===== src/rtl/gbn_pkg.sv =====
package gbn_pkg;

  localparam int unsigned PAYLOAD_BYTES = 20;
  localparam int unsigned PAYLOAD_W     = PAYLOAD_BYTES * 8;
  localparam int unsigned MAX_WINDOW    = 64;
  localparam int unsigned CNT_W         = 7;
  localparam int unsigned SEQ_W         = 16;
  localparam int unsigned CHK_W         = 32;
  // 20 signed bytes sum into -2560..2540
  localparam int unsigned SUM_W         = 13;
  localparam int unsigned GRP_BYTES     = 4;
  localparam int unsigned GRP_NUM       = PAYLOAD_BYTES / GRP_BYTES;

  localparam int unsigned CMD_DEPTH = 4;
  localparam int unsigned CMD_PTR_W = 2;
  localparam int unsigned OUT_DEPTH = 4;
  localparam int unsigned OUT_PTR_W = 2;

  localparam int unsigned CFG_IDX_W  = 2;
  localparam int unsigned CFG_DATA_W = 16;

  localparam logic [CFG_IDX_W-1:0] REG_WINDOW  = 2'd0;
  localparam logic [CFG_IDX_W-1:0] REG_TIMEOUT = 2'd1;

  localparam logic [CNT_W-1:0] WINDOW_RESET  = 7'd8;
  localparam logic [15:0]      TIMEOUT_RESET = 16'd40;

  typedef enum logic [1:0] {
    REQ_MSG  = 2'd0,
    REQ_ACK  = 2'd1,
    REQ_TICK = 2'd2
  } req_kind_e;

  typedef enum logic {
    CMD_SEND = 1'b0,
    CMD_DROP = 1'b1
  } cmd_kind_e;

  typedef enum logic [1:0] {
    F_IDLE = 2'd0,
    F_EXEC = 2'd1,
    F_FILL = 2'd2
  } front_state_e;

  typedef struct packed {
    logic [1:0]         req_type;
    logic [63:0]        payload_low;
    logic [63:0]        payload_middle;
    logic [31:0]        payload_high;
    logic [15:0]        ack_number;
    logic [15:0]        ack_sequence;
    logic signed [31:0] ack_check;
  } req_t;

  typedef struct packed {
    logic               status;
    logic [15:0]        out_sequence;
    logic signed [31:0] out_check;
    logic [63:0]        out_payload_low;
    logic [63:0]        out_payload_middle;
    logic [31:0]        out_payload_high;
    logic               last;
  } res_t;

  // run of packets to read from the store, or a drop notice
  typedef struct packed {
    cmd_kind_e        kind;
    logic [SEQ_W-1:0] seq;
    logic [15:0]      slot;
    logic [CNT_W-1:0] count;
  } cmd_t;

  typedef struct packed {
    logic                 we;
    logic [15:0]          addr;
    logic [PAYLOAD_W-1:0] data;
  } mem_wr_t;

  function automatic logic [CNT_W-1:0] eff_window(logic [CNT_W-1:0] w);
    logic [CNT_W-1:0] r;
    if (w == '0) begin
      r = CNT_W'(1);
    end else if (w > CNT_W'(MAX_WINDOW)) begin
      r = CNT_W'(MAX_WINDOW);
    end else begin
      r = w;
    end
    return r;
  endfunction

  // sequence number plus signed payload bytes, two-level adder tree
  function automatic logic [CHK_W-1:0] check_of(logic [SEQ_W-1:0] seq,
                                                logic [PAYLOAD_W-1:0] data);
    logic signed [SUM_W-1:0] grp [GRP_NUM];
    logic signed [SUM_W-1:0] total;
    for (int g = 0; g < GRP_NUM; g++) begin
      grp[g] = '0;
      for (int b = 0; b < GRP_BYTES; b++) begin
        grp[g] = grp[g] + SUM_W'(signed'(data[(g * GRP_BYTES + b) * 8 +: 8]));
      end
    end
    total = '0;
    for (int g = 0; g < GRP_NUM; g++) begin
      total = total + grp[g];
    end
    return CHK_W'(seq) + CHK_W'(total);
  endfunction

endpackage


===== src/rtl/gbn_cmd_queue.sv =====
module gbn_cmd_queue (
  input  logic          clk_i,
  input  logic          rst_ni,
  input  logic          push_i,
  input  gbn_pkg::cmd_t cmd_i,
  output logic          full_o,
  input  logic          pop_i,
  output gbn_pkg::cmd_t cmd_o,
  output logic          empty_o
);
  import gbn_pkg::*;

  cmd_t                 entry_q [CMD_DEPTH];
  logic [CMD_PTR_W-1:0] wr_ptr_q, rd_ptr_q;
  logic [CMD_PTR_W:0]   cnt_q;
  logic                 do_push, do_pop;

  assign full_o  = (cnt_q == (CMD_PTR_W + 1)'(CMD_DEPTH));
  assign empty_o = (cnt_q == '0);
  assign cmd_o   = entry_q[rd_ptr_q];
  assign do_push = push_i && !full_o;
  assign do_pop  = pop_i && !empty_o;

  always_ff @(posedge clk_i) begin
    if (do_push) begin
      entry_q[wr_ptr_q] <= cmd_i;
    end
  end

  always_ff @(posedge clk_i or negedge rst_ni) begin
    if (!rst_ni) begin
      wr_ptr_q <= '0;
      rd_ptr_q <= '0;
      cnt_q    <= '0;
    end else begin
      if (do_push) begin
        wr_ptr_q <= wr_ptr_q + CMD_PTR_W'(1);
      end
      if (do_pop) begin
        rd_ptr_q <= rd_ptr_q + CMD_PTR_W'(1);
      end
      cnt_q <= cnt_q + (CMD_PTR_W + 1)'(do_push) - (CMD_PTR_W + 1)'(do_pop);
    end
  end

endmodule


===== config.mk =====
export PLATFORM = sky130hd
export DESIGN_NAME = gbn_cmd_queue
export DESIGN_NICKNAME = d
export VERILOG_FILES = /design/src/rtl/gbn_pkg.sv /design/src/rtl/gbn_cmd_queue.sv
export SDC_FILE = /design/constraint.sdc
export NUM_CORES = 1
export LEC_CHECK = 0
export BUFFER_PORTS_ARGS = -buffer_cell sky130_fd_sc_hd__buf_2
export CORE_AREA = 3 3 106 108
export CTS_CLUSTER_SIZE = 14
export DETAILED_ROUTE_END_ITERATION = 12
export DIE_AREA = 0 0 109 111
export GPL_ROUTABILITY_DRIVEN = 0
export HOLD_SLACK_MARGIN = 0.06
export PLACE_DENSITY = 0.81
export SYNTH_ARGS = -nofsm -noshare
export SYNTH_HDL_FRONTEND = slang
export SYNTH_SLANG_ARGS = --single-unit

===== constraint.sdc =====
create_clock -name clk_i -period 5.5 [get_ports clk_i]
set_input_delay 1.1 -clock clk_i [delete_from_list [all_inputs] [get_ports clk_i]]
set_output_delay 1.1 -clock clk_i [all_outputs]
set_load 0.02 [all_outputs]

Yosys cells after proc, flatten, opt, wreduce, memory -nomap -nowiden
Memory sizes are Yosys's and may differ from the RTL's. Index checks and enable logic that the tools add are counted.

Register bits after elaboration: 7. Bits in latches: 0. RAM bits: 160. Bits in read-only memories: 0. Input bits: 44. Output and inout bits: 42. Logic and storage cells: 16. Memories: 1.

$add $sub $neg: 4. Multipliers: 0. Divide/modulo/power cells: 0. Order comparisons: 0. Equality and inequality tests: 1. Shift operators: 0. Multiplexer cells: 2. Bitwise operators: 0. Reductions and logical operators: 5.

Memory list: entry_q (words 4, bits a word 40, read ports 1, clocked after memory_dff 0, write ports 1, line gbn_cmd_queue.sv:13) `cmd_t entry_q [CMD_DEPTH];`.

Operators by type and width (number): adder 2 x 1 -> 2 bit (second input constant) (2); adder 3 x 1 -> 3 bit (1); equality test 3 bit (second input constant) (1); logical NOT 3 bit (1); subtractor 3 x 1 -> 3 bit (1); logical AND 1 bit (2); logical NOT 1 bit (2); 2-to-1 mux 1 bit (2).

Longest topological paths before layout
Gate-level depths: netlist of the first run.

Word-level depth: 5. Mapped depth: 8. Gate-level depth less buffers: 8.

Least setup slack after synthesis of the first run
OpenSTA, ideal clock, no wires.

Kind: in2reg. Start: input port push_i. End: memory entry_q[0][0] (netlist bit) (enable). Library setup time: 401 ps. Arrival time: 2127 ps. Slack: 2972 ps. Stages on the path: 1. Path through: and3b_1.

Cells in the longest elaborated chain, start to end: 3.

RTL lines: from (decl) (line gbn_cmd_queue.sv:4) `input logic push_i,`; logical AND 1 bit (line gbn_cmd_queue.sv:21) `assign do_push = push_i && !full_o;`; 2-to-1 mux 1 bit (line gbn_cmd_queue.sv:25) `if (do_push) begin`; 2-to-1 mux 1 bit (implied by the code) (line gbn_cmd_queue.sv:26) `entry_q[wr_ptr_q] <= cmd_i;`; to (decl) (line gbn_cmd_queue.sv:13).

No other way between the ends.

==> results.toml, run 1 <==
[detailed_routing]
drt_pass1_iterations = 4
viasPerCell = 5.68
drt_wl_total_mm = 10.1
drt_iter0_drc = 159
wl_per_cell_um = 20.3
drc = 0
vias = 2811
antenna_left = 0

[critical_path]
critPathRequiredTime_ps = 4400
worstPathMaxFanout = 28
critPathArrivalTime_ps = 2670
path_class = "register to output port"
crit_path_start_kind = "register"
crit_path_end_kind = "output port"

[power]
ir_worst_vdd_mv = 0.346
p_comb_share_pct = 28.3
power_density_nw_per_um2 = 558
swShare_pct = 32.0
clkPwrFrac_pct = 25.5
p_leak_uw = 0.00255
power.share.sequential_pct = 46.2
p_sw_uw = 1310
intPower_uw = 2780

[yosys]
synthCells = 251
yosysTopAreaCellShare_pct = 76.3
netlist_area_um2 = 6300
synth_edf_count = 160
yosysWarnings = 0
syn_area_per_cell_um2 = 25.1
ys_seq_area_share_pct = 79.1
syn_nets = 302
yosysUniqueCellTypes = 21
synth_flop_cell = "edfxtp_1"
yosysMostFrequentCell = "edfxtp_1"
synth.area.top_cells = "edfxtp_1 76%, mux4_2 14%, dfrtp_1 2.8%, buf_12 1.3%, ha_1 1.2%"
synth_area_leader_cell = "edfxtp_1"
synth_common_cells = "160 x edfxtp_1, 38 x mux4_2, 7 x dfrtp_1"
synthArstFlopShare_pct = 4.19
ys_ff_latch = 167

[timing]
worst_slew_pin_slew_ps = 1060
worst_slack_ps = 1730
max_freq_mhz = 265
setup_viol = 0
fin_crit_ps = 3770
hold_viol = 0
worst_clock_skew_ps = 6.41
rsz0062_at_grt = "no"
setup_tns_ps = 0
min_period_over_period_pct = 68.6
slew_headroom_pct = 29.3
maxSlewViolCount = 0

[clock_tree]
cts.repair.resized = 0
cts_buffers = 17
hold_buffers = 0
insertion_delay_ps = 500
cts_buffer_depth = 2
cts_tree = "done"
htreeDepth = 4
root_buffer = "clkbuf_8"
path_clk_slew_ps = 60
post_cts_buffers = 0
cts_sinks = 167

[layout]
n_antenna_cell = 0
fin_nets = 397
area_growth_syn_to_layout_pct = 16.3
drive_gt1_share_pct = 44.8
final_util_pct = 71.0
postLayoutCellArea_um2 = 7330

[grt]
grt_start_max_net_pins = 42
grt_pass1_vias = 3019
overflow = 0
grtUsageMet1_pct = 23.1
grt_pass1_wl_mm = 16.0
grtUsageTotal_pct = 18.0
antenna_found_initial = 1
gr-max-usage-layer = "met2"
grt_use_met2_pct = 29.6
use_met3_pct = 5.59

[floorplanning]
core_um2 = 10300
die_h_um = 111
die_area_um2 = 12100
die_w_um = 109
ioPinCount = 86
row_count = 37
initial_core_util_pct = 61.0

[worst_hold_path]
min_path_type = "primary input to async pin"

[placed_design]
io_buffers = 85
dp_worst_setup_slack_ps = 2150
post-dp-hpwl_mm = 5.88
dpl-instance-area_um2 = 6790

[outcome]
outcome = "complete, no violations"

[job]
maxCapViolCount = 0
[path summary, 6_finish.rpt]
check,start,end,slack [ps],depth (start not counted)
worst max register to register,cnt_q[1]$_DFF_PN0_,cnt_q[2]$_DFF_PN0_,3280,8
worst min register to register,wr_ptr_q[1]$_DFFE_PN0P_,wr_ptr_q[1]$_DFFE_PN0P_,600,2
min in group clk_i,wr_ptr_q[1]$_DFFE_PN0P_,wr_ptr_q[1]$_DFFE_PN0P_,600,2
worst min-delay path,rst_ni,cnt_q[0]$_DFF_PN0_,420,1
worst max-delay path,rd_ptr_q[0]$_DFFE_PN0P_,cmd_o[34],1730,3
max in group asynchronous,rst_ni,rd_ptr_q[1]$_DFFE_PN0P_,4910,1
[registers in the layout, indices dropped and copies added, names as in the netlist]
| register | flops |
|---|---|
| cnt_q | 3 |
| rd_ptr_q | 2 |
| wr_ptr_q | 2 |
| entry_q | 160 |
[power groups by stage]
| stage | combinational (uW) | sequential, uW | clock, uW |
|---|---|---|---|
| global route | 1240 | 1930 | 1120 |
| floorplan | 1010 | 1770 | 0 |
| finish | 1160 | 1890 | 1040 |
| detailed placement | 1180 | 1930 | 0 |
| global placement | 1160 | 1910 | 0 |
| CTS | 1180 | 1900 | 1070 |
[per-layer routing]
metal  up-vias  share of wire (%)  wire [um]
met5         -               0.13         13
met4         2               0.54         54
met3         6                6.7        674
met2        87                 53       5360
met1      1456                 39       3960
li1       1260                  -          -
[per-stage QoR]
| step | cells | hold slack, ps | total power [uW] |
|---|---|---|---|
| floorplan | 251 | 543 | 2780 |
| global placement | 463 | 574 | 3070 |
| detailed placement | 463 | 594 | 3100 |
| CTS | 495 | 398 | 4150 |
| global route | 495 | 400 | 4290 |
| finish | 495 | 415 | 4090 |
[critical path: stages (launching register included)]
cell	delay [ps]
dfrtp_2	980
buf_4	440
mux4_2	560
buf_2	180
[cells in the final DEF, fill, tap and decap left out, types with 2 or more instances in the layout]
cell       netlist  final
edfxtp_1       160    160
buf_2            4     85
mux4_2          38     38
clkbuf_16        0     16
inv_1            6      6
ha_1             6      6
inv_6            0      6
dfrtp_1          7      5
nand2b_1         4      4
xnor2_1          4      4
and3b_2          0      4
clkinv_4         0      4
mux4_1           2      2
nand4bb_1        2      2
o211ai_1         2      2
dfrtp_2          0      2
[layout make-up]
class / instances / area, um^2
clock inverter: 14 / 115
multi-input combinational: 68 / 1180
timing repair buffer: 86 / 433
fill: 620 / 3000
clock buffer: 18 / 418
tap: 136 / 170
inverter: 6 / 22.5
sequential: 167 / 4980
[kinds of logic (layout without fill, tap and decap cells)]
group | count (synthesis) | in the layout | synth area share (%)
xor+xnor | 4 | 4 | 0.556
compound gates | 4 | 4 | 0.497
flops | 167 | 167 | 79.1
fa+ha+maj | 7 | 7 | 1.51
mux | 40 | 40 | 14.4
simple gates | 13 | 13 | 1.75
buf+inv | 16 | 124 | 2.19
(Power assumes the default switching activity.)
==> run 2, diff against run 1 <==
- ABC_AREA: not set -> 1
- CORE_AREA: 3 3 106 108 -> 3 3 113 115
- DIE_AREA: 0 0 109 111 -> 0 0 116 118
- PLACE_DENSITY: 0.81 -> 0.75
- clock period: 5.5 -> 3.6 ns (I/O delays scaled with it)
==> results.toml, run 2 <==
[yosys]
yosysUniqueCellTypes = 16
ys_ff_latch = 167
yosysTopAreaCellShare_pct = 71.6
yosysWarnings = 0
synth_edf_count = 160
synthArstFlopShare_pct = 4.19
synth_common_cells = "160 x edfxtp_1, 139 x nand2_1, 85 x nor2_1"
netlist_area_um2 = 6710
yosysMostFrequentCell = "edfxtp_1"
synthCells = 564
synth.area.top_cells = "edfxtp_1 72%, nand2_1 7.8%, o21ai_0 5.9%, nor2_1 4.8%, inv_1 3.0%"
synth_flop_cell = "edfxtp_1"
synth_area_leader_cell = "edfxtp_1"
syn_area_per_cell_um2 = 11.9
ys_seq_area_share_pct = 74.2
syn_nets = 615

[timing]
setup_tns_ps = 0
hold_viol = 0
fin_crit_ps = 3160
max_freq_mhz = 316
worst_slew_pin_slew_ps = 763
setup_viol = 0
worst_clock_skew_ps = 4.79
rsz0062_at_grt = "no"
min_period_over_period_pct = 87.8
slew_headroom_pct = 49.1
maxSlewViolCount = 0

[detailed_routing]
antenna_left = 0
drt_iter0_drc = 254
drc = 0
drt_wl_total_mm = 12.3
viasPerCell = 5.16
wl_per_cell_um = 15.2
vias = 4175
drt_pass1_iterations = 6

[clock_tree]
cts.repair.resized = 0
cts_tree = "done"
cts_buffer_depth = 2
path_clk_slew_ps = 60
root_buffer = "clkbuf_16"
htreeDepth = 4
hold_buffers = 0
cts_sinks = 167
cts_buffers = 17
post_cts_buffers = 0
insertion_delay_ps = 410

[power]
ir_worst_vdd_mv = 0.468
power_density_nw_per_um2 = 866
p_leak_uw = 0.00323

[floorplanning]
ioPinCount = 86
die_w_um = 116
die_h_um = 118
row_count = 40
die_area_um2 = 13700
initial_core_util_pct = 56.3
core_um2 = 11900

[layout]
ff_latch_area_um2 = 4980
reg_top3 = "entry_q (160), cnt_q (3)"
final_common_cell = "edfxtp_1"
layout_common_cells = "160 x edfxtp_1, 139 x nand2_1, 85 x buf_2"
n_antenna_cell = 0
drive_gt1_share_pct = 18.3
regMostFlops = "entry_q"
fin_cells = 809
fill_cells = 856
area_growth_syn_to_layout_pct = 17.4
largest_reg_flops = 160
multi_input_area_um2 = 1390
fin_nets = 700

[critical_path]
rrSetupSlack_ps = 1440
crit_path_start_kind = "register"
worstPathMaxFanout = 68
cp_slowest_cell = "dfrtp_4"
rr_startpoint = "cnt_q[1]$_DFF_PN0_"
crit_path_end_kind = "output port"
r2r-end = "cnt_q[2]$_DFF_PN0_"
critPathArrivalTime_ps = 2440
path_cells = "buf_4 -> nor2_1 -> nor2_1 -> o21ai_0 -> nand2_1 -> buf_2"
slowest_delay_ps = 760
critPathRequiredTime_ps = 2880
path_class = "register to output port"
cpMostUsedCell = "nor2_1"
r2r_cells = 9

[worst_hold_path]
min_path_type = "primary input to async pin"

[grt]
grt_start_max_net_pins = 69
grtUsageTotal_pct = 19.0
grt_pass1_wl_mm = 19.7
grt_pass1_vias = 4209
overflow = 0
antenna_found_initial = 0

[outcome]
outcome = "complete, no violations"

[job]
maxCapViolCount = 0

[placed_design]
dp_cells = 777
post-dp-hpwl_mm = 7.51
io_buffers = 85
## run 2: per-stage QoR
stage                     area (um^2)  util [%]  power [uW]  worst slack, ps  hold slack, ps
after global routing             7870      66.1        7260              257             121
after CTS                        7870      66.1        6880              433             125
after floorplan                  6710         -        4400              608             424
final                            7870      66.1        6820              440             133
after global placement           7300      61.3        5060              988             482
after detailed placement         7300      61.3        5140              886             495
## run 2: metal layers
| layer | GRT usage, % | share of wire [%] | vias up | routed length, um |
|---|---|---|---|---|
| met5 | 0 | 0 | - | 0 |
| met4 | 8.41 | 2.3 | 0 | 286 |
| met3 | 5.30 | 5.8 | 24 | 709 |
| met2 | 32.5 | 51 | 128 | 6330 |
| met1 | 21.9 | 40 | 1973 | 4980 |
| li1 | - | - | 2050 | - |
## run 2: worst max path at each step
stage | end | slack [ps] | from | depth (start not counted)
final | cmd_o[23] | 440 | rd_ptr_q[0]$_DFFE_PN0P_ | 6
after global routing | cmd_o[26] | 260 | rd_ptr_q[0]$_DFFE_PN0P_ | 6
after CTS | cmd_o[23] | 430 | rd_ptr_q[0]$_DFFE_PN0P_ | 6
after detailed placement | cmd_o[23] | 890 | rd_ptr_q[0]$_DFFE_PN0P_ | 6
after global placement | cmd_o[26] | 990 | rd_ptr_q[0]$_DFFE_PN0P_ | 6
after floorplan | entry_q[0][0]$_DFFE_PP_ | 610 | push_i | 2
## run 2: critical path, delay by kind of cell, from the launching register on
kind                   cells  cell delay (ps)
flip-flops                 1              760
buffers and inverters      2              780
AO/OA/AOI/OAI              1              110
AND/OR/NAND/NOR            3              330
## run 2: layout make-up
cell class / instances / area share [%]
clock buffers: 18 / 5.45
flip-flops and latches: 167 / 63.3
multi-input cells: 316 / 17.7
well taps: 147 / 2.34
clock inverters: 14 / 1.76
inverters: 56 / 2.67
repair buffers: 91 / 6.77
## run 2: cell families after synthesis
logic type                 synth area share [%]
adders and majority gates                  1.42
and+or+nand+nor                            12.9
DFF                                        74.2
buffers and inverters                      5.43
AOI/OAI and AO/OA                          5.97
## run 2: power breakdown
part | leakage (uW) | switching (uW) | internal [uW]
clock | 0.000278 | 671 | 1070
sequential | 0.00155 | 179 | 2560
combinational | 0.00141 | 1630 | 709
