===== config.mk =====
export PLATFORM = sky130hd
export DESIGN_NAME = gbn_front
export DESIGN_NICKNAME = d
export VERILOG_FILES = /design/src/rtl/gbn_pkg.sv /design/src/rtl/gbn_front.sv
export SDC_FILE = /design/constraint.sdc
export NUM_CORES = 1
export LEC_CHECK = 0
export ABC_AREA = 1
export BUFFER_PORTS_ARGS = -buffer_cell sky130_fd_sc_hd__clkbuf_2
export CAP_MARGIN = 20
export CELL_PAD_IN_SITES_DETAIL_PLACEMENT = 0
export CELL_PAD_IN_SITES_GLOBAL_PLACEMENT = 1
export CORE_ASPECT_RATIO = 0.9
export CORE_UTILIZATION = 45
export CTS_CLUSTER_SIZE = 25
export DETAILED_ROUTE_END_ITERATION = 7
export PLACE_DENSITY_LB_ADDON = 0.08
export SLEW_MARGIN = 0
export SYNTH_ARGS = -nofsm -noshare
export SYNTH_HDL_FRONTEND = slang
export SYNTH_SLANG_ARGS = --single-unit

===== constraint.sdc =====
create_clock -name clk_i -period 10 [get_ports clk_i]
set_input_delay 1 -clock clk_i [delete_from_list [all_inputs] [get_ports clk_i]]
set_output_delay 1 -clock clk_i [all_outputs]
set_load 0.02 [all_outputs]

===== src/rtl/gbn_pkg.sv =====
package gbn_pkg;

  localparam int unsigned PAYLOAD_BYTES = 20;
  localparam int unsigned PAYLOAD_W     = PAYLOAD_BYTES * 8;
  localparam int unsigned MAX_WINDOW    = 64;
  localparam int unsigned CNT_W         = 7;
  localparam int unsigned SEQ_W         = 16;
  localparam int unsigned CHK_W         = 32;
  // 20 signed bytes sum into -2560..2540
  localparam int unsigned SUM_W         = 13;
  localparam int unsigned GRP_BYTES     = 4;
  localparam int unsigned GRP_NUM       = PAYLOAD_BYTES / GRP_BYTES;

  localparam int unsigned CMD_DEPTH = 4;
  localparam int unsigned CMD_PTR_W = 2;
  localparam int unsigned OUT_DEPTH = 4;
  localparam int unsigned OUT_PTR_W = 2;

  localparam int unsigned CFG_IDX_W  = 2;
  localparam int unsigned CFG_DATA_W = 16;

  localparam logic [CFG_IDX_W-1:0] REG_WINDOW  = 2'd0;
  localparam logic [CFG_IDX_W-1:0] REG_TIMEOUT = 2'd1;

  localparam logic [CNT_W-1:0] WINDOW_RESET  = 7'd8;
  localparam logic [15:0]      TIMEOUT_RESET = 16'd40;

  typedef enum logic [1:0] {
    REQ_MSG  = 2'd0,
    REQ_ACK  = 2'd1,
    REQ_TICK = 2'd2
  } req_kind_e;

  typedef enum logic {
    CMD_SEND = 1'b0,
    CMD_DROP = 1'b1
  } cmd_kind_e;

  typedef enum logic [1:0] {
    F_IDLE = 2'd0,
    F_EXEC = 2'd1,
    F_FILL = 2'd2
  } front_state_e;

  typedef struct packed {
    logic [1:0]         req_type;
    logic [63:0]        payload_low;
    logic [63:0]        payload_middle;
    logic [31:0]        payload_high;
    logic [15:0]        ack_number;
    logic [15:0]        ack_sequence;
    logic signed [31:0] ack_check;
  } req_t;

  typedef struct packed {
    logic               status;
    logic [15:0]        out_sequence;
    logic signed [31:0] out_check;
    logic [63:0]        out_payload_low;
    logic [63:0]        out_payload_middle;
    logic [31:0]        out_payload_high;
    logic               last;
  } res_t;

  // run of packets to read from the store, or a drop notice
  typedef struct packed {
    cmd_kind_e        kind;
    logic [SEQ_W-1:0] seq;
    logic [15:0]      slot;
    logic [CNT_W-1:0] count;
  } cmd_t;

  typedef struct packed {
    logic                 we;
    logic [15:0]          addr;
    logic [PAYLOAD_W-1:0] data;
  } mem_wr_t;

  function automatic logic [CNT_W-1:0] eff_window(logic [CNT_W-1:0] w);
    logic [CNT_W-1:0] r;
    if (w == '0) begin
      r = CNT_W'(1);
    end else if (w > CNT_W'(MAX_WINDOW)) begin
      r = CNT_W'(MAX_WINDOW);
    end else begin
      r = w;
    end
    return r;
  endfunction

  // sequence number plus signed payload bytes, two-level adder tree
  function automatic logic [CHK_W-1:0] check_of(logic [SEQ_W-1:0] seq,
                                                logic [PAYLOAD_W-1:0] data);
    logic signed [SUM_W-1:0] grp [GRP_NUM];
    logic signed [SUM_W-1:0] total;
    for (int g = 0; g < GRP_NUM; g++) begin
      grp[g] = '0;
      for (int b = 0; b < GRP_BYTES; b++) begin
        grp[g] = grp[g] + SUM_W'(signed'(data[(g * GRP_BYTES + b) * 8 +: 8]));
      end
    end
    total = '0;
    for (int g = 0; g < GRP_NUM; g++) begin
      total = total + grp[g];
    end
    return CHK_W'(seq) + CHK_W'(total);
  endfunction

endpackage


===== src/rtl/gbn_front.sv =====
module gbn_front #(
  parameter int unsigned STORE_DEPTH = 1024
) (
  input  logic                          clk_i,
  input  logic                          rst_ni,
  input  logic                          push_i,
  output logic                          full_o,
  input  gbn_pkg::req_t                 req_i,
  input  logic                          cfg_we_i,
  input  logic [gbn_pkg::CFG_IDX_W-1:0] cfg_index_i,
  input  logic [gbn_pkg::CFG_DATA_W-1:0] cfg_data_i,
  input  logic                          cmd_full_i,
  input  logic                          back_busy_i,
  output logic                          cmd_push_o,
  output gbn_pkg::cmd_t                 cmd_o,
  output gbn_pkg::mem_wr_t              mem_wr_o
);
  import gbn_pkg::*;

  localparam int unsigned SLOT_W = $clog2(STORE_DEPTH);
  localparam logic [16:0] DEPTH_17 = 17'(STORE_DEPTH);

  front_state_e state_q, state_d;
  req_t item_q;

  logic [CNT_W-1:0]  window_q;
  logic [15:0]       timeout_q;
  logic [SEQ_W-1:0]  base_q, base_d, nsend_q, nsend_d, nstore_q, nstore_d;
  logic [SLOT_W-1:0] base_slot_q, base_slot_d, send_slot_q, send_slot_d;
  logic [SLOT_W-1:0] store_slot_q, store_slot_d;
  logic              timer_run_q, timer_run_d;
  logic [15:0]       ticks_q, ticks_d;

  logic [SEQ_W-1:0] inflight, stored, avail, ack_dist, ack_next;
  logic [CNT_W-1:0] win, room, fill_cnt;
  logic [CHK_W-1:0] ack_sum;
  logic             store_full, ack_ok, ack_new;

  function automatic logic [SLOT_W-1:0] slot_add(logic [SLOT_W-1:0] s,
                                                 logic [CNT_W-1:0] k);
    logic [SLOT_W:0] t;
    t = {1'b0, s} + (SLOT_W + 1)'(k);
    if (t >= (SLOT_W + 1)'(STORE_DEPTH)) begin
      t = t - (SLOT_W + 1)'(STORE_DEPTH);
    end
    return t[SLOT_W-1:0];
  endfunction

  assign full_o = (state_q != F_IDLE);

  assign inflight   = nsend_q - base_q;
  assign stored     = nstore_q - base_q;
  assign avail      = nstore_q - nsend_q;
  assign store_full = (17'(stored) >= DEPTH_17) || (stored == 16'hFFFF);

  assign ack_sum  = CHK_W'(item_q.ack_number) + CHK_W'(item_q.ack_sequence);
  assign ack_ok   = ($unsigned(item_q.ack_check) == ack_sum);
  assign ack_dist = item_q.ack_number - base_q;
  assign ack_new  = (ack_dist < inflight);
  assign ack_next = item_q.ack_number + 16'd1;

  assign win      = eff_window(window_q);
  assign room     = (inflight >= SEQ_W'(win)) ? '0 : win - inflight[CNT_W-1:0];
  assign fill_cnt = (avail < SEQ_W'(room)) ? avail[CNT_W-1:0] : room;

  always_ff @(posedge clk_i or negedge rst_ni) begin
    if (!rst_ni) begin
      window_q  <= WINDOW_RESET;
      timeout_q <= TIMEOUT_RESET;
    end else if (cfg_we_i) begin
      unique case (cfg_index_i)
        REG_WINDOW:  window_q  <= cfg_data_i[CNT_W-1:0];
        REG_TIMEOUT: timeout_q <= cfg_data_i;
        default: ;
      endcase
    end
  end

  always_ff @(posedge clk_i) begin
    if (push_i && !full_o) begin
      item_q <= req_i;
    end
  end

  always_ff @(posedge clk_i or negedge rst_ni) begin
    if (!rst_ni) begin
      state_q      <= F_IDLE;
      base_q       <= '0;
      nsend_q      <= '0;
      nstore_q     <= '0;
      base_slot_q  <= '0;
      send_slot_q  <= '0;
      store_slot_q <= '0;
      timer_run_q  <= 1'b0;
      ticks_q      <= '0;
    end else begin
      state_q      <= state_d;
      base_q       <= base_d;
      nsend_q      <= nsend_d;
      nstore_q     <= nstore_d;
      base_slot_q  <= base_slot_d;
      send_slot_q  <= send_slot_d;
      store_slot_q <= store_slot_d;
      timer_run_q  <= timer_run_d;
      ticks_q      <= ticks_d;
    end
  end

  always_comb begin
    state_d      = state_q;
    base_d       = base_q;
    nsend_d      = nsend_q;
    nstore_d     = nstore_q;
    base_slot_d  = base_slot_q;
    send_slot_d  = send_slot_q;
    store_slot_d = store_slot_q;
    timer_run_d  = timer_run_q;
    ticks_d      = ticks_q;
    cmd_push_o   = 1'b0;
    cmd_o        = '{kind: CMD_SEND, seq: '0, slot: '0, count: '0};
    mem_wr_o.we   = 1'b0;
    mem_wr_o.addr = 16'(store_slot_q);
    mem_wr_o.data = {item_q.payload_high, item_q.payload_middle, item_q.payload_low};

    unique case (state_q)
      F_IDLE: begin
        if (push_i) begin
          state_d = F_EXEC;
        end
      end
      F_EXEC: begin
        unique case (item_q.req_type)
          REQ_MSG: begin
            // store write waits until no read of the store is pending
            if (!cmd_full_i && !back_busy_i) begin
              if (store_full) begin
                cmd_push_o = 1'b1;
                cmd_o.kind = CMD_DROP;
                state_d    = F_IDLE;
              end else begin
                mem_wr_o.we  = 1'b1;
                nstore_d     = nstore_q + 16'd1;
                store_slot_d = slot_add(store_slot_q, CNT_W'(1));
                state_d      = F_FILL;
              end
            end
          end
          REQ_ACK: begin
            state_d = F_IDLE;
            if (ack_ok) begin
              if (ack_new) begin
                base_slot_d = slot_add(base_slot_q,
                                       CNT_W'(ack_dist[CNT_W-2:0]) + CNT_W'(1));
                base_d      = ack_next;
                if (ack_next == nsend_q) begin
                  timer_run_d = 1'b0;
                  ticks_d     = '0;
                end else begin
                  timer_run_d = 1'b1;
                  ticks_d     = (timeout_q == '0) ? 16'd1 : timeout_q;
                end
                state_d = F_FILL;
              end
            end else begin
              // corrupt ack restarts the timer
              timer_run_d = 1'b1;
              ticks_d     = (timeout_q == '0) ? 16'd1 : timeout_q;
            end
          end
          REQ_TICK: begin
            if (!cmd_full_i) begin
              state_d = F_IDLE;
              if (timer_run_q) begin
                if (ticks_q <= 16'd1) begin
                  timer_run_d = 1'b1;
                  ticks_d     = (timeout_q == '0) ? 16'd1 : timeout_q;
                  if (inflight != '0) begin
                    cmd_push_o  = 1'b1;
                    cmd_o.seq   = base_q;
                    cmd_o.slot  = 16'(base_slot_q);
                    cmd_o.count = inflight[CNT_W-1:0];
                  end
                end else begin
                  ticks_d = ticks_q - 16'd1;
                end
              end
            end
          end
          default: state_d = F_IDLE;
        endcase
      end
      F_FILL: begin
        if (!cmd_full_i) begin
          state_d = F_IDLE;
          if (fill_cnt != '0) begin
            cmd_push_o  = 1'b1;
            cmd_o.seq   = nsend_q;
            cmd_o.slot  = 16'(send_slot_q);
            cmd_o.count = fill_cnt;
            if (inflight == '0) begin
              timer_run_d = 1'b1;
              ticks_d     = (timeout_q == '0) ? 16'd1 : timeout_q;
            end
            nsend_d     = nsend_q + SEQ_W'(fill_cnt);
            send_slot_d = slot_add(send_slot_q, fill_cnt);
          end
        end
      end
      default: state_d = F_IDLE;
    endcase
  end

`ifndef ASSERT_OFF
  a_inflight_max: assert property (@(posedge clk_i) disable iff (!rst_ni)
    inflight <= SEQ_W'(MAX_WINDOW))
    else $error("more packets in flight than the largest window");

  a_store_bound: assert property (@(posedge clk_i) disable iff (!rst_ni)
    17'(stored) <= DEPTH_17)
    else $error("store holds more messages than its depth");

  a_pointer_order: assert property (@(posedge clk_i) disable iff (!rst_ni)
    inflight <= stored)
    else $error("send pointer passed store pointer");

  a_write_when_idle: assert property (@(posedge clk_i) disable iff (!rst_ni)
    mem_wr_o.we |-> !back_busy_i && !cmd_full_i)
    else $error("store written while a read run is pending");
`endif

endmodule


# After elaboration in Yosys (flattened, before gate mapping)
# Cells that the tools add are included.
[op_classes]
addsub = 17
multipliers = 0
div = 0
n_lt_le_gt_ge = 9
n_eq_ne = 17
n_shift = 0
muxes = 61
n_bitwise = 2
reduce_logical = 24
[ops]
columns = ["operator", "n"]
rows = [
  ["39-bit 2-to-1 mux", 7],
  ["16-bit 2-to-1 mux", 10],
  ["39-bit case mux with 2 select lines", 1],
  ["16-bit case mux with 2 select lines", 2],
  ["16-bit subtractor", 4],
  ["11-bit >= comparator, second input constant", 3],
  ["16-bit by 1-bit adder with 16-bit output, second input constant", 2],
  ["32-bit by 17-bit == test with 1-bit output", 1],
  ["16-bit logical NOT", 2],
  ["10-bit 2-to-1 mux", 3],
  ["10-bit by 1-bit subtractor with 10-bit output, second input constant", 3],
  ["7-bit 2-to-1 mux", 4],
  ["10-bit by 7-bit adder with 11-bit output", 2],
  ["1-bit 2-to-1 mux", 22],
  ["16-bit by 16-bit adder with 17-bit output", 1],
  ["16-bit by 7-bit adder with 16-bit output", 1],
  ["16-bit == test", 1],
  ["16-bit == test, second input constant", 1],
  ["16-bit by 11-bit >= comparator with 1-bit output, second input constant", 1],
  ["16-bit by 7-bit >= comparator with 1-bit output", 1],
  ["16-bit by 1-bit less-or-equal comparator with 1-bit output, second input constant", 1],
  ["16-bit less-than comparator", 1],
  ["16-bit by 7-bit less-than comparator with 1-bit output", 1],
  ["16-bit nonzero test", 1],
  ["other kinds (27)", 54],
]
[totals]
reg_bits = 346
latchBits = 0
mem_bits_rw = 0
rom_bits = 0
output_inout_bits = 219
mem_count = 0

# Longest topological paths before layout
# Gate-level depths: netlist of run 1.
[depth]
word_depth = 11
depth_mapped = 40
depth_no_buf = 40

# Worst setup path before layout of run 1
# Ideal clock, no wire load.
[synth_path]
kind = "input -> register"
from = "in push_i"
to = "reg item_q[0] (netlist name) (enable)"
arrival_time_ns = 5.384
setup_slack_ns = 4.039
cell_stages = 2
n_path_buf = 0
cell_sequence = "nand2_1 inv_1"
[synth_via]
elab_chain_len = 1
[synth_lines]
columns = ["element", "line_no", "rtl"]
rows = [
  ["from (decl)", "gbn_front.sv:6", "input logic push_i,"],
  ["1-bit logical AND", "gbn_front.sv:80", "if (push_i && !full_o) begin"],
  ["to (signal assigned)", "gbn_front.sv:81", "item_q <= req_i;"],
  ["to (decl)", "gbn_front.sv:24", "req_t item_q;"],
]
# Every way passes these cells.
# A chain may end at the register's enable or synchronous reset.

# Worst setup path after layout of run 1
[layout_path]
from = "reg nsend_q[0]"
to = "out cmd_push_o"
[layout_via]
elab_chain_len = 9
[layout_lines]
columns = ["element", "line_no", "rtl"]
rows = [
  ["from (decl)", "gbn_front.sv:28", "logic [SEQ_W-1:0] base_q, base_d, nsend_q, nsend_d, nstore_q, nstore_d;"],
  ["from (signal assigned)", "gbn_front.sv:99", "nsend_q <= nsend_d;"],
  ["16-bit subtractor", "gbn_front.sv:51", "assign inflight = nsend_q - base_q;"],
  ["16-bit by 7-bit >= comparator with 1-bit output / 7-bit subtractor (equally long branches)", "gbn_front.sv:63", "assign room = (inflight >= SEQ_W'(win)) ? '0 : win - inflight[CNT_W-1:0];"],
  ["7-bit 2-to-1 mux", "gbn_front.sv:63", ""],
  ["16-bit by 7-bit less-than comparator with 1-bit output", "gbn_front.sv:64", "assign fill_cnt = (avail < SEQ_W'(room)) ? avail[CNT_W-1:0] : room;"],
  ["7-bit 2-to-1 mux", "gbn_front.sv:64", ""],
  ["7-bit nonzero test", "gbn_front.sv:195", "if (fill_cnt != '0) begin"],
  ["1-bit 2-to-1 mux", "gbn_front.sv:195", ""],
  ["1-bit 2-to-1 mux", "gbn_front.sv:193", "if (!cmd_full_i) begin"],
  ["1-bit case mux with 2 select lines (*)", "gbn_front.sv:125", "unique case (state_q)"],
  ["to (decl)", "gbn_front.sv:14", "output logic cmd_push_o,"],
]
# Mark *: on every way between the ends. The rest lies on a longest branch, timed or not.

==> metrics.md, run 1 <==
| Metric | Value |
|---|---|
| Status | `completed` |
| Post-synthesis mux area share | `0.456%` |
| RSZ-0062 raised after global routing | `no` |
| Clock skew | `0.0174 ns` |
| Ys Warns | `0` |
| Synthesized flop and latch total | `346` |
| Final Setup Violations | `0` |
| Commonest non-fill, non-tap cell in the layout | `nand2_1` |
| Final ANT Viol Nets | `0` |
| Cell repeated most along the worst path | `nor2_1` |
| CP startpoint kind | `register` |
| Hold Vio Cnt, Final | `0` |
| Reg power frac | `38.8%` |
| Crit path DAT | `6.69 ns` |
| Vias in the first global route | `17,700` |
| DP HPWL | `57.2 mm` |
| # Post-CTS Setup Buffers | `0` |
| IO Pins | `469` |
| Core Area | `0.0483 mm²` |
| Clock tree buffer depth | `3` |
| Area Overhead vs Synth | `13.6%` |
| Relative max-transition margin | `29.2%` |
| Peak VDD IR | `0.182 mV` |
| Final wirelength | `71.3 mm` |
| Tcrit/Tclk final | `76.9%` |
| R2R depth | `38` |
| Simple-gate share of the synthesized area | `21.7%` |
| Starting density of the core | `46.0%` |
| Cells after synthesis | `2,563` |
| Most frequent cells in the layout | `nand2_1, clkbuf_2, inv_1` |
| Crit path max fanout | `39` |
| Mapped Area | `0.0222 mm²` |
| Post-synth EDFFs | `226` |
| Logic pwr share | `33.4%` |
| Final min period | `7.69 ns` |
| Clk root buf | `clkbuf_16` |
| Least-Margin Pin Slew | `1.06 ns` |
| Fin nets | `3,259` |
| Total of cells resized after clock tree synthesis | `0` |
| LEAKAGE | `12.3 nW` |
| CP peak stage delay | `0.68 ns` |
| PwrDens | `211 mW/mm²` |
| Layout cells sized above 1 | `20.9%` |
| Residual DRC count | `0` |
| Main combinational cell family by area after synthesis | `simple AND/OR/NAND/NOR gates` |
| Port Buffer Count | `456` |
| Maxcap violations | `0` |
| Vias | `18,400` |
| XOR/XNOR Fraction of Synth Area | `5.70%` |
| Initial antenna violation count | `4` |
| Sw frac | `37.9%` |
| Post-Syn Area per Cell | `8.67 µm²` |
| Cts hold-fix bufs | `0` |
| CTS sink cnt | `346` |
| Synth cell types | `60` |
| Setup TNS | `0 ns` |
| Number of cell rows | `76` |
| Vias per cell | `5.22` |
| CP Data Required Time | `9.00 ns` |
| Chip width | `236 µm` |
| Crit end category | `output pin` |
| Post-Synth Adder-Cell Area | `8.47%` |
| Hold EP | `base_slot_q[9]$_DFFE_PN0P_` |
| Worst r2r src | `nsend_q[0]$_DFFE_PN0P_` |
| Beginning of the worst hold path | `base_slot_q[9]$_DFFE_PN0P_` |
| Die area | `0.0503 mm²` |
| Post-synthesis sequential area ratio | `44.1%` |
| Worst r2r dst | `nsend_q[12]$_DFFE_PN0P_` |
| Htree depth | `2` |
| First-pass GRT wire length | `106 mm` |
| GRT Total Usage | `28.0%` |
| Clock power share | `27.8%` |
| Clock-pin slew on the worst setup and hold paths | `0.06 ns` |
| Psw | `0.00201 W` |
| Compound-Gate Fraction of Synth Area | `7.46%` |
| Hold crit path type | `register to register` |
| GPL Wtd Cong | `0.991` |
| CTS tree | `done` |
| Final Max Slew Viols | `0` |
| Die Ht | `213 µm` |
| Global route total overflow | `0` |
| Achievable frequency | `130 MHz` |
| CP Class | `register to output pin` |
| Int Power | `0.00330 W` |
| Critical path's slowest cell | `nand2_2` |
| Total CTS buffers | `39` |
| Post-synth top flop | `edfxtp_1` |
| R2R Setup Slk | `3.31 ns` |
| Util after Layout | `52.2%` |
| Worst hold path depth | `1` |
| DR iter-0 viols | `1,403` |
| Pre-Repair DR Iteration Count | `5` |
| Synth async-reset ratio | `34.7%` |
| Clk Latency, worst-skew pair | `0.57 ns` |
| Routed len/inst | `20.2 µm` |
| Largest net degree at the start of global routing | `154` |
critical path, delay by kind of cell, from the launching register on:
kind	cells	cell delay, ns
flip-flops	1	0.47
AND/OR/NAND/NOR	16	2.54
XOR/XNOR	2	0.45
buffers and inverters	5	0.57
adder cells (fa/ha/maj)	4	1.23
AO/OA/AOI/OAI	4	0.83
power groups by stage:
stage               logic (W)  clock network (W)  registers, W
floorplan             0.00137                  0       0.00207
global placement      0.00175                  0       0.00208
detailed placement    0.00176                  0       0.00208
CTS                   0.00177            0.00151       0.00206
global route          0.00196            0.00156       0.00209
finish                0.00177            0.00148       0.00206
metal layers:
metal  GRT usage [%]  part of all wire, %  vias to the layer above
met3            4.86                  6.4                       84
met4            7.41                  2.1                        2
met2            47.1                   48                      636
li1                -                    -                     8922
met1            37.5                   44                     8740
met5               0                0.011                        -
layout make-up:
type / instances / area (µm²)
clock inverters: 23 / 280
clock buffers: 49 / 1030
multi-input cells: 1698 / 9790
repair buffers: 466 / 2360
inverters: 313 / 1180
fillers: 4586 / 23100
well taps: 624 / 781
diodes: 3 / 7.51
flip-flops and latches: 346 / 9790
cells by family after synthesis:
group / after synthesis
compound gates: 305
xor+xnor: 143
fa+ha+maj: 145
other cells: 1
flops: 346
mux: 9
buf+inv: 530
simple gates: 1084
metrics by stage:
| stage | total power [W] | hold slack [ns] | instance area [µm²] | std cells | setup WS [ns] |
|---|---|---|---|---|---|
| detailed placement | 0.00384 | 0.468 | 23900 | 3447 | 2.94 |
| CTS | 0.00534 | 0.480 | 25200 | 3519 | 2.32 |
| global placement | 0.00383 | 0.466 | 23900 | 3447 | 3.20 |
| global route | 0.00561 | 0.510 | 25200 | 3522 | 1.60 |
| finish | 0.00531 | 0.478 | 25200 | 3522 | 2.31 |
| floorplan | 0.00344 | 0.445 | 22300 | 2574 | 4.04 |
worst max-delay path by stage:
| stage | endpoint | start | slack (ns) |
|---|---|---|---|
| floorplan | item_q[0]$_DFFE_PP_ | push_i | 4.04 |
| global placement | cmd_push_o | nsend_q[0]$_DFFE_PN0P_ | 3.20 |
| detailed placement | cmd_push_o | nsend_q[0]$_DFFE_PN0P_ | 2.94 |
| CTS | cmd_push_o | nsend_q[0]$_DFFE_PN0P_ | 2.32 |
| global route | cmd_push_o | nsend_q[0]$_DFFE_PN0P_ | 1.60 |
| finish | cmd_push_o | nsend_q[0]$_DFFE_PN0P_ | 2.31 |
state kept, by name, summed over array words and instances (netlist names):
signal and count:
window_q 7, timeout_q 16, nstore_q 16, mem_wr_o 160, base_slot_q 10, base_q 16
nsend_q 16, ticks_q 16, state_q 2, send_slot_q 10, timer_run_q 1, item_q 66
store_slot_q 10
cell usage after synthesis, types with 10 or more instances:
master / instances / share of area (%)
nor2_1: 158 / 2.7
ha_1: 136 / 7.7
o21bai_1: 10 / 0.34
clkbuf_1: 31 / 0.52
xnor2_1: 48 / 1.9
a21oi_1: 154 / 3.5
inv_1: 302 / 5.1
nand3_1: 126 / 2.8
dfrtp_1: 117 / 13
edfxtp_1: 226 / 31
buf_4: 174 / 5.9
xor2_1: 93 / 3.7
nand4_1: 65 / 1.8
o21ai_0: 92 / 2.1
nor4_1: 19 / 0.53
nor3_1: 37 / 0.83
nand2_2: 11 / 0.31
nand3_2: 21 / 0.95
or2_2: 11 / 0.31
nand2_1: 604 / 10
No activity file was read; power rests on OpenSTA's default activity.
==> run 2: changes to the inputs <==
- CORE_UTILIZATION: 45 -> 42
- clock period: 10 -> 7.6 ns (I/O delays scaled with it)
==> run 2 against run 1 <==
Utilization shrank 3.6 points. Critical path depth rose by 1. Final cell count rose by 1.7%. Sequential share of layout area is essentially flat. Non-clock buffer count up 1. Worst hold slack worse by 0.39 ns. Combinational power grew 32%. Total power is 30% higher. Critical path type unchanged. Critical endpoint is now cmd_o[38]. Largest cell class unchanged.
==> metrics.md, run 2 (synthesis results as in run 1) <==
| Metric | Value |
|---|---|
| Status | `completed` |
| Inserted Diodes | `0 (-3)` |
| Clk Latency, worst-skew pair | `0.57 ns (about the same)` |
| DP HPWL | `57.1 mm (-0.14%)` |
| Clock-pin slew on the worst setup and hold paths | `0.06 ns (about the same)` |
| Worst r2r src | `nsend_q[0]$_DFFE_PN0P_` |
| Vias in the first global route | `17,700 (+0.090%)` |
| Final wirelength | `71.3 mm (about the same)` |
| # Post-CTS Setup Buffers | `0 (unchanged)` |
| LEAKAGE | `12.3 nW (-0.16%)` |
| Relative max-transition margin | `24.9% (-4.3 points)` |
| CTS tree | `done` |
| Hold crit path type | `input pin to async pin` |
| CP Class | `register to output pin` |
| Place WS | `1.03 ns (-1.91 ns)` |
| Global route total overflow | `0 (unchanged)` |
| Starting density of the core | `42.7% (-3.3 points)` |
| IO Pins | `469 (unchanged)` |
| CTS sink cnt | `346 (unchanged)` |
| DR iter-0 viols | `1,289 (-8.1%)` |
| Cell repeated most along the worst path | `nor2_1` |
| Final WS setup | `0.497 ns (-1.82 ns)` |
| Clock skew | `0.0304 ns (+0.0130 ns)` |
| Fin nets | `3,260 (+0.031%)` |
| CP Capture Point | `cmd_o[38]` |
| Largest register FFs | `160 (unchanged)` |
| Chip width | `244 µm (+3.5%)` |
| Clk root buf | `clkbuf_16` |
| Crit path from | `nsend_q[0]$_DFFE_PN0P_` |
| Crit path max fanout | `23 (-41%)` |
| GPL Wtd Cong | `0.957 (-3.4%)` |
| R2R Setup Slk | `1.07 ns (-2.24 ns)` |
| Core Area | `0.0520 mm² (+7.6%)` |
| Achievable frequency | `141 MHz` |
| Commonest non-fill, non-tap cell in the layout | `nand2_1` |
| PwrDens | `273 mW/mm² (+29%)` |
| Pre-Repair DR Iteration Count | `5 (unchanged)` |
| Most frequent cells in the layout | `nand2_1, clkbuf_2, inv_1` |
| Number of cell rows | `79 (+3.9%)` |
| Routed len/inst | `19.9 µm (-1.7%)` |
| Final ANT Viol Nets | `0 (unchanged)` |
| First-pass GRT wire length | `107 mm (+0.96%)` |
| Least-Margin Pin Slew | `1.12 ns (+0.0605 ns)` |
| Tcrit/Tclk final | `93.5%` |
| Crit path DAT | `6.34 ns (-0.35 ns)` |
| Vias per cell | `5.10 (-2.3%)` |
| Clock tree buffer depth | `3 (unchanged)` |
| Area Overhead vs Synth | `13.7%` |
| RSZ-0062 raised after global routing | `no` |
| CP startpoint kind | `register` |
| Residual DRC count | `0 (unchanged)` |
| Port Buffer Count | `456 (unchanged)` |
| Critical path's slowest cell | `dfrtp_1` |
| Peak VDD IR | `0.243 mV (+34%)` |
| Final Max Slew Viols | `0 (unchanged)` |
| GRT Total Usage | `26.4% (-1.7 points)` |
| Largest net degree at the start of global routing | `155 (+0.65%)` |
| Crit end category | `output pin` |
| Layout cells sized above 1 | `20.9% (-0.069 points)` |
| Die Ht | `220 µm (+3.5%)` |
| Total CTS buffers | `39 (unchanged)` |
| CP Data Required Time | `6.84 ns (-2.16 ns)` |
| Setup TNS | `0 ns (unchanged)` |
| Final Setup Violations | `0 (unchanged)` |
| Htree depth | `2 (unchanged)` |
| Initial antenna violation count | `0 (-4)` |
| Final min period | `7.10 ns` |
| Vias | `18,300 (-0.65%)` |
| Die area | `0.0538 mm² (+7.1%)` |
| Fill cells | `5,116 (+12%)` |
| CP peak stage delay | `0.47 ns (-0.21 ns)` |
| Hold Vio Cnt, Final | `0 (unchanged)` |
| Worst r2r dst | `nsend_q[12]$_DFFE_PN0P_` |
| R2R depth | `38 (unchanged)` |
| Maxcap violations | `0 (unchanged)` |
[run 2: layout make-up]
type	count	area [µm²]	area share, %
clock buffer	52	1050	4.18
clock inverter	19	183	0.723
inverter	313	1180	4.68
multi-input combinational	1698	9800	38.8
sequential	346	9790	38.8
tap	688	861	3.41
timing repair buffer	467	2390	9.45
[run 2: worst min path at each step]
stage / from / endpoint / slack [ns] / depth (start not counted)
floorplan: base_slot_q[9]$_DFFE_PN0P_ / base_slot_q[9]$_DFFE_PN0P_ / 0.45 / 1
finish: rst_ni / base_slot_q[1]$_DFFE_PN0P_ / 0.09 / 1
detailed placement: base_slot_q[9]$_DFFE_PN0P_ / base_slot_q[9]$_DFFE_PN0P_ / 0.47 / 1
CTS: req_i[74] / mem_wr_o[138]$_DFFE_PP_ / 0.32 / 1
global route: rst_ni / base_slot_q[1]$_DFFE_PN0P_ / 0.1 / 1
global placement: base_slot_q[9]$_DFFE_PN0P_ / base_slot_q[9]$_DFFE_PN0P_ / 0.47 / 1
[run 2: metal layers]
metal  global-route usage, %  vias to the layer above  part of all wire (%)  wire [µm]
met1                    36.1                     8667                    45      32400
met2                    43.4                      569                    47      33300
li1                        -                     8944                     -          -
met3                    4.50                       84                   5.9       4210
met5                       0                        -                     0          0
met4                    6.44                        0                   2.0       1410
[run 2: report_power, final]
| part | total (W) | internal [W] | switching (W) |
|---|---|---|---|
| logic | 0.00233 | 0.000733 | 0.00159 |
| clock network | 0.00185 | 0.00105 | 0.000797 |
| registers | 0.00271 | 0.00246 | 0.000248 |
| total | 0.00689 | 0.00425 | 0.00264 |
[run 2: critical path, delay by kind of cell (launching register included)]
| family | cells | cell delay, ns |
|---|---|---|
| flops | 1 | 0.47 |
| fa+ha+maj | 4 | 1.21 |
| compound gates | 4 | 0.81 |
| buf+inv | 6 | 0.93 |
| xor+xnor | 2 | 0.46 |
| simple gates | 16 | 1.87 |
[run 2: metrics by stage]
stage	hold slack (ns)	area [µm²]	total power [W]	instances	util [%]
2_1_floorplan	0.445	22300	0.00453	2574	-
3_3_place_gp	0.466	24000	0.00504	3511	46.1
3_5_place_dp	0.466	24000	0.00505	3511	46.1
4_1_cts	0.324	25200	0.00693	3582	48.5
5_1_grt	0.0981	25300	0.00730	3583	48.6
6_report	0.0917	25300	0.00689	3583	48.6
[run 2: what timing repair did]
item	4_1_cts	5_1_grt
endpoints found under the setup margin	0	15
gates resized for setup	0	1
hold buffers	0	0
endpoints found under the hold margin	0	0
==> run 3: changes to the inputs <==
- clock period: 7.6 -> 7.95 ns (I/O delays scaled with it)
==> run 3 against run 2 <==
Clock skew down 0.0036 ns. Register-to-register slack improved by 0.26 ns. Global-route usage is essentially flat. Via count decreased by 0.33%. Combinational power is 4% lower. Largest cell class unchanged. Highest routed layer unchanged.
==> metrics.md, run 3 (synthesis results as in run 1) <==
| Metric | Value |
|---|---|
| Commonest non-fill, non-tap cell in the layout | `nand2_1` |
| Routed len/inst | `20.0 µm (+0.30%)` |
| CP Capture Point | `cmd_o[24]` |
| Pre-Repair DR Iteration Count | `5 (unchanged)` |
| Final wirelength | `71.6 mm (+0.41%)` |
| Die area | `0.0538 mm² (unchanged)` |
| Vias | `18,200 (-0.33%)` |
| Cell repeated most along the worst path | `nand2_1` |
| Peak VDD IR | `0.251 mV (+3.2%)` |
| Maxcap violations | `0 (unchanged)` |
| Worst r2r dst | `nsend_q[12]$_DFFE_PN0P_` |
| Htree depth | `2 (unchanged)` |
| Final ANT Viol Nets | `0 (unchanged)` |
| CP Class | `register to output pin` |
| Largest net degree at the start of global routing | `161 (+3.9%)` |
| Least-Margin Pin Slew | `1.12 ns (+0.00207 ns)` |
| Final Max Slew Viols | `0 (unchanged)` |
| Cts hold-fix bufs | `0 (unchanged)` |
| Die Ht | `220 µm (unchanged)` |
| Vias in the first global route | `17,900 (+1.3%)` |
| Chip width | `244 µm (unchanged)` |
| Vias per cell | `5.07 (-0.44%)` |
| CP Data Required Time | `7.15 ns (+0.31 ns)` |
| IO Pins | `469 (unchanged)` |
| CP startpoint kind | `register` |
| Cells after DPL | `3,512 (+0.028%)` |
| Relative max-transition margin | `25.0% (+0.14 points)` |
| Critical path's slowest cell | `dfrtp_1` |
| Setup TNS | `0 ns (unchanged)` |
| Worst r2r src | `nsend_q[1]$_DFFE_PN0P_` |
| Crit path max fanout | `26 (+13%)` |
| R2R depth | `38 (unchanged)` |
| First-pass GRT wire length | `107 mm (-0.23%)` |
| Residual DRC count | `0 (unchanged)` |
| Clock skew | `0.0268 ns (-0.00364 ns)` |
| CP peak stage delay | `0.67 ns (+0.20 ns)` |
| Total of cells resized after clock tree synthesis | `0 (unchanged)` |
| Crit path from | `nsend_q[1]$_DFFE_PN0P_` |
| Fin nets | `3,262 (+0.061%)` |
| Global route total overflow | `0 (unchanged)` |
| R2R Setup Slk | `1.33 ns (+0.26 ns)` |
| Tcrit/Tclk final | `91.6%` |
| Layout cells sized above 1 | `21.0% (+0.15 points)` |
| DR iter-0 viols | `1,178 (-8.6%)` |
| Final Setup Violations | `0 (unchanged)` |
| PwrDens | `263 mW/mm² (-3.6%)` |
| Achievable frequency | `137 MHz` |
| Core Area | `0.0520 mm² (unchanged)` |
| # Post-CTS Setup Buffers | `0 (unchanged)` |
| Initial antenna violation count | `1 (+1)` |
| Util after Layout | `48.7% (+0.12 points)` |
| Port Buffer Count | `456 (unchanged)` |
| Crit path DAT | `6.49 ns (+0.15 ns)` |
| DP HPWL | `57.6 mm (+0.80%)` |
| Fill cells | `5,123 (+0.14%)` |
| Hold Vio Cnt, Final | `0 (unchanged)` |
| Status | `completed` |
| LEAKAGE | `12.3 nW (+0.24%)` |
| GRT Total Usage | `26.4% (+0.043 points)` |
| Area Overhead vs Synth | `14.0%` |
| Clock-pin slew on the worst setup and hold paths | `0.06 ns (about the same)` |
| Hold crit path type | `input pin to async pin` |
| CTS tree | `done` |
| Total CTS buffers | `40 (+2.6%)` |
| Crit end category | `output pin` |
| Post-route insts no fill | `3,587 (+0.11%)` |
| Number of cell rows | `79 (unchanged)` |
| Most frequent cells in the layout | `nand2_1, clkbuf_2, inv_1` |
| Starting density of the core | `42.7% (unchanged)` |
| RSZ-0062 raised after global routing | `no` |
| Largest register FFs | `160 (unchanged)` |
| CTS sink cnt | `346 (unchanged)` |
| Final min period | `7.28 ns` |
| Clk Latency, worst-skew pair | `0.58 ns (about the same)` |
| GPL Wtd Cong | `0.941 (-1.6%)` |
| Clk root buf | `clkbuf_16` |
| Clock tree buffer depth | `3 (unchanged)` |
## run 3: metrics by stage
stage	total power [W]	instance area, µm²	setup WS (ns)	hold slack [ns]
2_1_floorplan	0.00433	22300	2.19	0.445
3_3_place_gp	0.00481	24000	1.43	0.464
3_5_place_dp	0.00483	24000	1.30	0.486
4_1_cts	0.00670	25300	0.666	0.323
5_1_grt	0.00705	25300	0.0254	0.355
6_report	0.00665	25300	0.669	0.322
## run 3: final cells by class
cell class / instances / area (µm²) / area share, %
antenna: 1 / 2.50 / 0.00988
clock buffer: 50 / 1050 / 4.14
clock inverter: 23 / 251 / 0.993
inverter: 313 / 1180 / 4.67
multi-input combinational: 1698 / 9790 / 38.7
sequential: 346 / 9790 / 38.7
tap: 688 / 861 / 3.40
timing repair buffer: 468 / 2390 / 9.44
## run 3: how the worst min path moves through the flow
stage          cells after the start                          to                       start  slack (ns)
6_report                           1     nsend_q[15]$_DFFE_PN0P_                      rst_ni        0.32
5_1_grt                            1  base_slot_q[8]$_DFFE_PN0P_                      rst_ni        0.36
4_1_cts                            1     nsend_q[15]$_DFFE_PN0P_                      rst_ni        0.32
3_5_place_dp                       1  base_slot_q[9]$_DFFE_PN0P_  base_slot_q[9]$_DFFE_PN0P_        0.49
3_3_place_gp                       1  base_slot_q[9]$_DFFE_PN0P_  base_slot_q[9]$_DFFE_PN0P_        0.46
2_1_floorplan                      1  base_slot_q[9]$_DFFE_PN0P_  base_slot_q[9]$_DFFE_PN0P_        0.45
## run 3: worst max-delay path, delay by kind of cell (launching register included)
| kind | cells | cell delay, ns |
|---|---|---|
| simple gates | 19 | 2.38 |
| compound gates | 4 | 0.61 |
| flops | 1 | 0.67 |
| buf+inv | 5 | 0.82 |
| xor+xnor | 1 | 0.40 |
| fa+ha+maj | 3 | 1.01 |
## run 3: layer usage
metal	vias up	part of all wire, %	GRT usage [%]
li1	8933	-	-
met1	8590	44	34.9
met2	589	46	43.5
met3	92	6.5	5.08
met4	0	3.1	8.85
met5	-	0	0
## run 3: report_power, final
part | internal (W) | total, W | switching [W]
combinational | 0.000720 | 0.00224 | 0.00152
sequential | 0.00235 | 0.00259 | 0.000235
clock | 0.00105 | 0.00183 | 0.000777
